File: src/sv/tect_pkg.sv
// Package for the tensor element converter: constants, codes and the F16/BF16 widening function.
// No dependencies.
`timescale 1ns / 1ps
package tect_pkg;
  localparam int MaxDimDefault = 64;
  localparam int StoreDepthDefault = 4096;
  localparam int CntW = 13;

  localparam logic [1:0] DT_F32  = 2'd0;
  localparam logic [1:0] DT_F16  = 2'd1;
  localparam logic [1:0] DT_BF16 = 2'd2;

  localparam logic [1:0] ST_OK   = 2'd0;
  localparam logic [1:0] ST_NONE = 2'd1;
  localparam logic [1:0] ST_FULL = 2'd2;

  localparam logic CMD_LOAD  = 1'b0;
  localparam logic CMD_FETCH = 1'b1;

  localparam logic [1:0] REG_DTYPE = 2'd0;
  localparam logic [1:0] REG_TRANS = 2'd1;
  localparam logic [1:0] REG_ROWS  = 2'd2;
  localparam logic [1:0] REG_COLS  = 2'd3;

  typedef struct packed {
    logic       load_store;
    logic       read_store;
    logic       emit_direct;
    logic       emit_error;
    logic       last;
    logic [1:0] status;
  } ctrl_cmd_t;

  function automatic logic [31:0] half_to_single(input logic [15:0] h);
    logic [31:0] sign;
    logic [4:0]  ex;
    logic [9:0]  man;
    logic [3:0]  lz;
    logic [10:0] sh;
    logic [7:0]  e8;
    begin
      sign = {h[15], 31'd0};
      ex = h[14:10];
      man = h[9:0];
      lz = 4'd0;
      for (int k = 0; k < 10; k++) begin
        if (man[k]) lz = 4'(9 - k);
      end
      if (ex == 5'd0) begin
        if (man == 10'd0) begin
          half_to_single = sign;
        end else begin
          sh = {1'b0, man} << (lz + 4'd1);
          e8 = 8'(8'd112 - {4'd0, lz});
          half_to_single = sign | {1'b0, e8, sh[9:0], 13'd0};
        end
      end else if (ex == 5'h1f) begin
        half_to_single = sign | 32'h7f800000 | {9'd0, man, 13'd0};
      end else begin
        half_to_single = sign | {1'b0, 8'({3'd0, ex} + 8'd112), man, 13'd0};
      end
    end
  endfunction

  function automatic logic [31:0] convert_word(input logic [1:0] dt, input logic [31:0] w);
    begin
      case (dt)
        DT_F16:  convert_word = half_to_single(w[15:0]);
        DT_BF16: convert_word = {w[15:0], 16'd0};
        default: convert_word = w;
      endcase
    end
  endfunction
endpackage

File: src/sv/tect_ctrl.sv
// Controller: counters, fill and fetch sequencing, status decisions.
// Depends on tect_pkg.
`timescale 1ns / 1ps
module tect_ctrl #(
  parameter int MaxDim = tect_pkg::MaxDimDefault,
  parameter int StoreDepth = tect_pkg::StoreDepthDefault
) (
  input  logic                          clk_i,
  input  logic                          rst_ni,
  input  logic                          req_i,
  input  logic                          command_i,
  input  logic                          trans_i,
  input  logic [6:0]                    rows_raw_i,
  input  logic [6:0]                    cols_raw_i,
  output tect_pkg::ctrl_cmd_t           cmd_o,
  output logic [$clog2(StoreDepth)-1:0] addr_o
);
  import tect_pkg::*;
  localparam int AW = $clog2(StoreDepth);
  localparam int DW = $clog2(MaxDim + 1);
  localparam int TW = 2 * DW;

  logic [DW-1:0] rows, cols;
  logic [TW-1:0] total;
  logic [TW-1:0] load_q, load_d, emit_q, emit_d;
  logic [DW-1:0] row_q, row_d, col_q, col_d;
  logic full_q, full_d;
  logic [TW-1:0] raddr;
  logic [TW:0] ninc_l, ninc_e;

  function automatic logic [DW-1:0] clamp(input logic [6:0] d);
    begin
      if (d == 7'd0) clamp = DW'(1);
      else if ({25'd0, d} > 32'(MaxDim)) clamp = DW'(MaxDim);
      else clamp = DW'(d);
    end
  endfunction

  always_comb begin
    rows = clamp(rows_raw_i);
    cols = clamp(cols_raw_i);
    total = TW'(rows) * TW'(cols);
    raddr = TW'(row_q) * TW'(cols) + TW'(col_q);
    ninc_l = {1'b0, load_q} + 1'b1;
    ninc_e = {1'b0, emit_q} + 1'b1;
    load_d = load_q; emit_d = emit_q; row_d = row_q; col_d = col_q; full_d = full_q;
    cmd_o = '0;
    addr_o = AW'(load_q);
    if (req_i) begin
      if (command_i == CMD_LOAD) begin
        if (full_q) begin
          cmd_o.emit_error = 1'b1;
          cmd_o.status = ST_FULL;
        end else if (!trans_i) begin
          cmd_o.emit_direct = 1'b1;
          if (ninc_l >= {1'b0, total}) begin
            cmd_o.last = 1'b1;
            load_d = '0;
          end else begin
            load_d = ninc_l[TW-1:0];
          end
        end else begin
          cmd_o.load_store = 1'b1;
          load_d = ninc_l[TW-1:0];
          if (ninc_l >= {1'b0, total}) full_d = 1'b1;
        end
      end else if (!full_q) begin
        cmd_o.emit_error = 1'b1;
        cmd_o.status = ST_NONE;
      end else begin
        cmd_o.read_store = 1'b1;
        addr_o = AW'(raddr);
        if (ninc_e >= {1'b0, total}) begin
          cmd_o.last = 1'b1;
          emit_d = '0; row_d = '0; col_d = '0; load_d = '0; full_d = 1'b0;
        end else begin
          emit_d = ninc_e[TW-1:0];
          if (row_q + 1'b1 >= rows) begin
            row_d = '0;
            col_d = (col_q + 1'b1 >= cols) ? '0 : DW'(col_q + 1'b1);
          end else begin
            row_d = DW'(row_q + 1'b1);
          end
        end
      end
    end
  end

  always_ff @(posedge clk_i or negedge rst_ni) begin
    if (!rst_ni) begin
      load_q <= '0; emit_q <= '0; row_q <= '0; col_q <= '0; full_q <= 1'b0;
    end else begin
      load_q <= load_d; emit_q <= emit_d; row_q <= row_d; col_q <= col_d; full_q <= full_d;
    end
  end
endmodule

File: config.mk
export PLATFORM = sky130hd
export DESIGN_NAME = tect_ctrl
export DESIGN_NICKNAME = d
export VERILOG_FILES = /design/src/sv/tect_pkg.sv /design/src/sv/tect_ctrl.sv
export SDC_FILE = /design/constraint.sdc
export NUM_CORES = 1
export LEC_CHECK = 0
export BUFFER_PORTS_ARGS = -buffer_cell sky130_fd_sc_hd__buf_2
export CAP_MARGIN = 20
export CORE_MARGIN = 2
export CORE_UTILIZATION = 50
export DETAILED_ROUTE_END_ITERATION = 10
export PLACE_DENSITY = 0.78
export SLEW_MARGIN = 20
export SYNTH_ARGS = -nofsm -noshare
export SYNTH_HDL_FRONTEND = slang
export SYNTH_SLANG_ARGS = --single-unit
File: constraint.sdc
create_clock -name clk_i -period 30.1 [get_ports clk_i]
set_input_delay 6.02 -clock clk_i [delete_from_list [all_inputs] [get_ports clk_i]]
set_output_delay 6.02 -clock clk_i [all_outputs]
set_load 0.1 [all_outputs]
Yosys cells after proc, flatten, opt, wreduce, memory -nomap -nowiden
Index checks and enable logic that the tools add are counted.
{"block": "word_totals", "register_bits": 43, "input_bits": 19, "out_inout_bits": 19, "wordCells": 69}
{"block": "op_classes", "addsub": 5, "mul": 2, "magnitude_cmp": 6, "n_eq_ne": 3, "n_mux": 42, "n_reduce_logical": 6}
{"cell": "$mux W14", "n": 7}
{"cell": "$mux W7", "n": 10}
{"cell": "$mux W12", "n": 3}
{"cell": "$add A14 B1 Y15 const B", "n": 2}
{"cell": "$ge A15 B14 Y1", "n": 2}
{"cell": "$mux W1", "n": 20}
{"cell": "$add A7 B1 Y7 const B", "n": 2}
{"cell": "$ge A7 B7 Y1", "n": 2}
{"cell": "$gt A7 B7 Y1 const B", "n": 2}
{"cell": "$logic_not A7 Y1", "n": 2}
{"cell": "$mul A7 B7 Y14", "n": 1}
{"cell": "$add A12 B7 Y12", "n": 1}
{"cell": "$mul A7 B7 Y12", "n": 1}
{"cell": "$reduce_and A4 Y1", "n": 2}
{"cell": "$mux W4", "n": 1}
{"cell": "$ne A2 B1 Y1 const B", "n": 2}
{"cell": "$reduce_and A3 Y1", "n": 1}
{"cell": "$mux W2", "n": 1}
{"cell": "$ne A2 B2 Y1 const B", "n": 1}
{"cell": "$reduce_bool A2 Y1", "n": 1}

Logic depth before layout (Yosys ltp)
{"block": "logic_depth", "depth_word": 10, "ltp_mapped": 31}

Least setup slack after synthesis
Ideal clock, no wire load.
{"block": "synth_timing", "path_type": "input -> output", "startpoint": "input rows_raw_i[5]", "endpoint": "output cmd_o[2] (netlist bit)", "arrival_time_ps": 13855, "required_time_ps": 24080, "setup_slack_ps": 10225, "stages": 29, "path_buffers": 0, "path_cell_list": "or4_1 nor2_1 o21ai_1 inv_1 nand2_1 fa_1 fa_1 inv_1 fa_1 inv_1 fa_1 inv_1 ha_1 o21ai_0 a21oi_2 o21ai_0 nand2b_1 a21o_1 a21oi_1 xor2_1 ha_1 nand3_1 o211ai_2 nor3_1 a211o_1 a211oi_2 a21o_1 a21boi_2 o21ai_0"}
{"item": "start, declared", "line_no": "tect_ctrl.sv:13", "text": "input logic [6:0] rows_raw_i,"}
{"item": "end, declared", "line_no": "tect_ctrl.sv:15", "text": "output tect_pkg::ctrl_cmd_t cmd_o,"}

==> flow_metrics.env <==
export IMPL_status="complete, no violations"
export IMPL_dp_hpwl_um=12500
export IMPL_h_tree_depth=2
export IMPL_total_power_mw=0.351
export IMPL_nets=1028
export IMPL_ys_flop_type="dfrtp_1"
export IMPL_synth_xor_area_frac=0.0673
export IMPL_endpoint_kind="output port"
export IMPL_postCtsResizedCells=0
export IMPL_ys_warn_count=0
export IMPL_finalHoldViolCount=0
export IMPL_netlist_area_leader_share=0.193
export IMPL_synth_area_mm2=0.00688
export IMPL_post_cts_setup_buffers=0
export IMPL_area_delta_synth_final_pct=6.46
export IMPL_netlist_instances=830
export IMPL_synth_top_area_cell="ha_1"
export IMPL_drc_errors=0
export IMPL_vias=5687
export IMPL_yosysSeqAreaShare=0.156
export IMPL_cts_tree="built"
export IMPL_routed_via_density=5.54
export IMPL_synth_mux_area_frac=0.00509
export IMPL_grt_pass1_wl_um=25900
export IMPL_worstSetupPathType="in -> out"
export IMPL_grt_pass1_vias=5529
export IMPL_avgSynthCellArea_um2=8.29
export IMPL_clk_transition_reported_paths_ns=0.06
export IMPL_synthSimpleGateAreaFrac=0.198
export IMPL_synth_fa_ha_area_frac=0.350
export IMPL_clockBufferDepth=2
export IMPL_drv_slew=0
export IMPL_cpPeakStageDelay_ns=0.55
export IMPL_setup_tns_ns=0
export IMPL_setup_violations=0
export IMPL_max_freq_ghz=0.0529
export IMPL_gr_total_overflow=0
export IMPL_io_pins=38
export IMPL_peakVddDrop_mv=0.0386
export IMPL_synth_compound_area_frac=0.144
export IMPL_finalWirelength_um=15300
export IMPL_crit_required_ns=24.08
export IMPL_p_leak_nw=3.86
export IMPL_cts_made_buffers=5
export IMPL_core_region_area_mm2=0.0133
export IMPL_clock_root_buffer="clkbuf_16"
export IMPL_diodes=0
export IMPL_first_iter_violations=494
export IMPL_synth_top_family_by_area="adder cells"
export IMPL_period_share=0.628
export IMPL_startpoint_type="input port"
export IMPL_synthTopCellsByCount="inv_1, ha_1, nand2_1"
export IMPL_worst_slew_pin_slew_ns=0.950
export IMPL_rsz0062_at_grt="no"
export IMPL_die_area_mm2=0.0147
export IMPL_antenna_found_initial=0
export IMPL_row_count=42
export IMPL_port_buffers=37
export IMPL_clkLatencyLatePin_ns=0.29
export IMPL_syn_num_nets=1009
export IMPL_cap_violations=0
export IMPL_slew_headroom=0.367
export IMPL_grt_max_degree=44
export IMPL_async_reset_ff_frac=1.00
export IMPL_ys_ff_latch=43
export IMPL_ant_nets=0
export IMPL_arrival_ns=12.89
export IMPL_routabilityCongestion=0.949
export IMPL_yosys_top_cells_area="ha_1, fa_1, dfrtp_1"
export IMPL_min_period_ns=18.91
export IMPL_nFillCells=1196
export IMPL_ys_types=61
export IMPL_path_max_fanout=8
export IMPL_grtUsageTotal=0.215
export IMPL_synth_edf_count=0
export IMPL_initial_core_util=0.515
export IMPL_cts_hold_buffers=0
export IMPL_avgRoutedWirePerCell_um=14.9
export IMPL_seqCellArea_mm2=0.00108
export IMPL_clock_sinks=43
export IMPL_clock_skew_ns=0.00925
export IMPL_dieWidth_um=121
export IMPL_firstDrtPassIters=5
export IMPL_power_density_mw_per_mm2=48.0
export IMPL_synth_most_common_cell="inv_1"
export IMPL_hp_class="reg -> reg"
export IMPL_die_h_um=121
export IMPL_cp_slowest_cell="fa_1"
export IMPL_multi_input_area_mm2=0.00526
export IMPL_drive_above_1_share=0.0753
==> routing by layer <==
metal | global-route usage | vias to the layer above | wire length (um)
met5 | 0 | - | 0
met4 | 0.0424 | 0 | 182
met3 | 0.0188 | 12 | 342
met2 | 0.380 | 97 | 7730
met1 | 0.290 | 2768 | 7070
li1 | - | 2810 | -
==> where the power goes <==
| part | leakage (nW) | switching [mW] | internal, mW |
|---|---|---|---|
| logic | 3.22 | 0.138 | 0.0711 |
| clock network | 0.0669 | 0.0240 | 0.0307 |
| registers | 0.579 | 0.0181 | 0.0689 |
==> final timing paths <==
path / from / to / slack (ns) / cells after the start
max in group asynchronous: rst_ni / row_q[6] / 23.99 / 1
worst min register to register: load_q[13] / load_q[13] / 0.53 / 1
worst max-delay path: rows_raw_i[5] / cmd_o[2] / 11.19 / 29
worst max register to register: emit_q[0] / load_q[2] / 25.91 / 15
min in group asynchronous: rst_ni / emit_q[7] / 5.72 / 1
worst min-delay path: load_q[13] / load_q[13] / 0.53 / 1
==> layout by cell type, fill, tap and decap left out, types with 4 or more instances in the layout <==
cell / count
inv_1: 114
ha_1: 106
nand2_1: 100
nor2_1: 57
fa_1: 54
dfrtp_1: 43
buf_2: 36
xnor2_1: 33
o21ai_0: 32
and2_1: 32
nand3_1: 28
a21oi_1: 24
a31oi_1: 19
xor2_1: 18
nor2b_1: 16
o21ai_1: 14
nand2b_1: 13
a21o_1: 13
and3_1: 10
o22ai_1: 9
nor3_1: 8
o2bb2ai_1: 7
nand4_1: 5
clkbuf_16: 5
o21bai_1: 4
==> flip-flops by register name, summed over array words and instances, names as in the netlist <==
| signal | flops |
|---|---|
| full_q | 1 |
| col_q | 7 |
| load_q | 14 |
| row_q | 7 |
| emit_q | 14 |
==> worst max-delay path, delay by kind of cell <==
kind	cells	cell delay, ns
AO/OA/AOI/OAI	10	2.03
XOR/XNOR	1	0.28
adder cells (fa/ha/maj)	6	2.71
buffers and inverters	6	0.83
AND/OR/NAND/NOR	6	0.98
==> metrics by stage <==
step	setup WS [ns]	utilization	hold slack [ns]	instances	cell area [um^2]
floorplan	10.23	-	0.489	830	6880
global placement	11.35	0.538	0.518	1018	7180
detailed placement	11.20	0.538	0.520	1018	7180
CTS	11.20	0.548	0.529	1026	7320
global route	10.82	0.548	0.563	1026	7320
finish	11.19	0.548	0.527	1026	7320
==> area by class of cell <==
| cell class | count | area share |
|---|---|---|
| Tap cell | 176 | 0.0301 |
| Clock buffer | 6 | 0.0176 |
| Timing Repair Buffer | 38 | 0.0267 |
| Sequential cell | 43 | 0.147 |
| Clock inverter | 2 | 0.00171 |
| Multi-Input combinational cell | 646 | 0.718 |
| Inverter | 115 | 0.0590 |
==> cells by family (layout without fill, tap and decap cells) <==
logic type / after synthesis / in the layout
and+or+nand+nor: 282 / 282
buffers and inverters: 141 / 161
AOI/OAI and AO/OA: 149 / 149
muxes: 3 / 3
adders and majority gates: 160 / 160
xor gates and xnor gates: 52 / 52
DFF: 43 / 43
(Power assumes the default switching activity.)
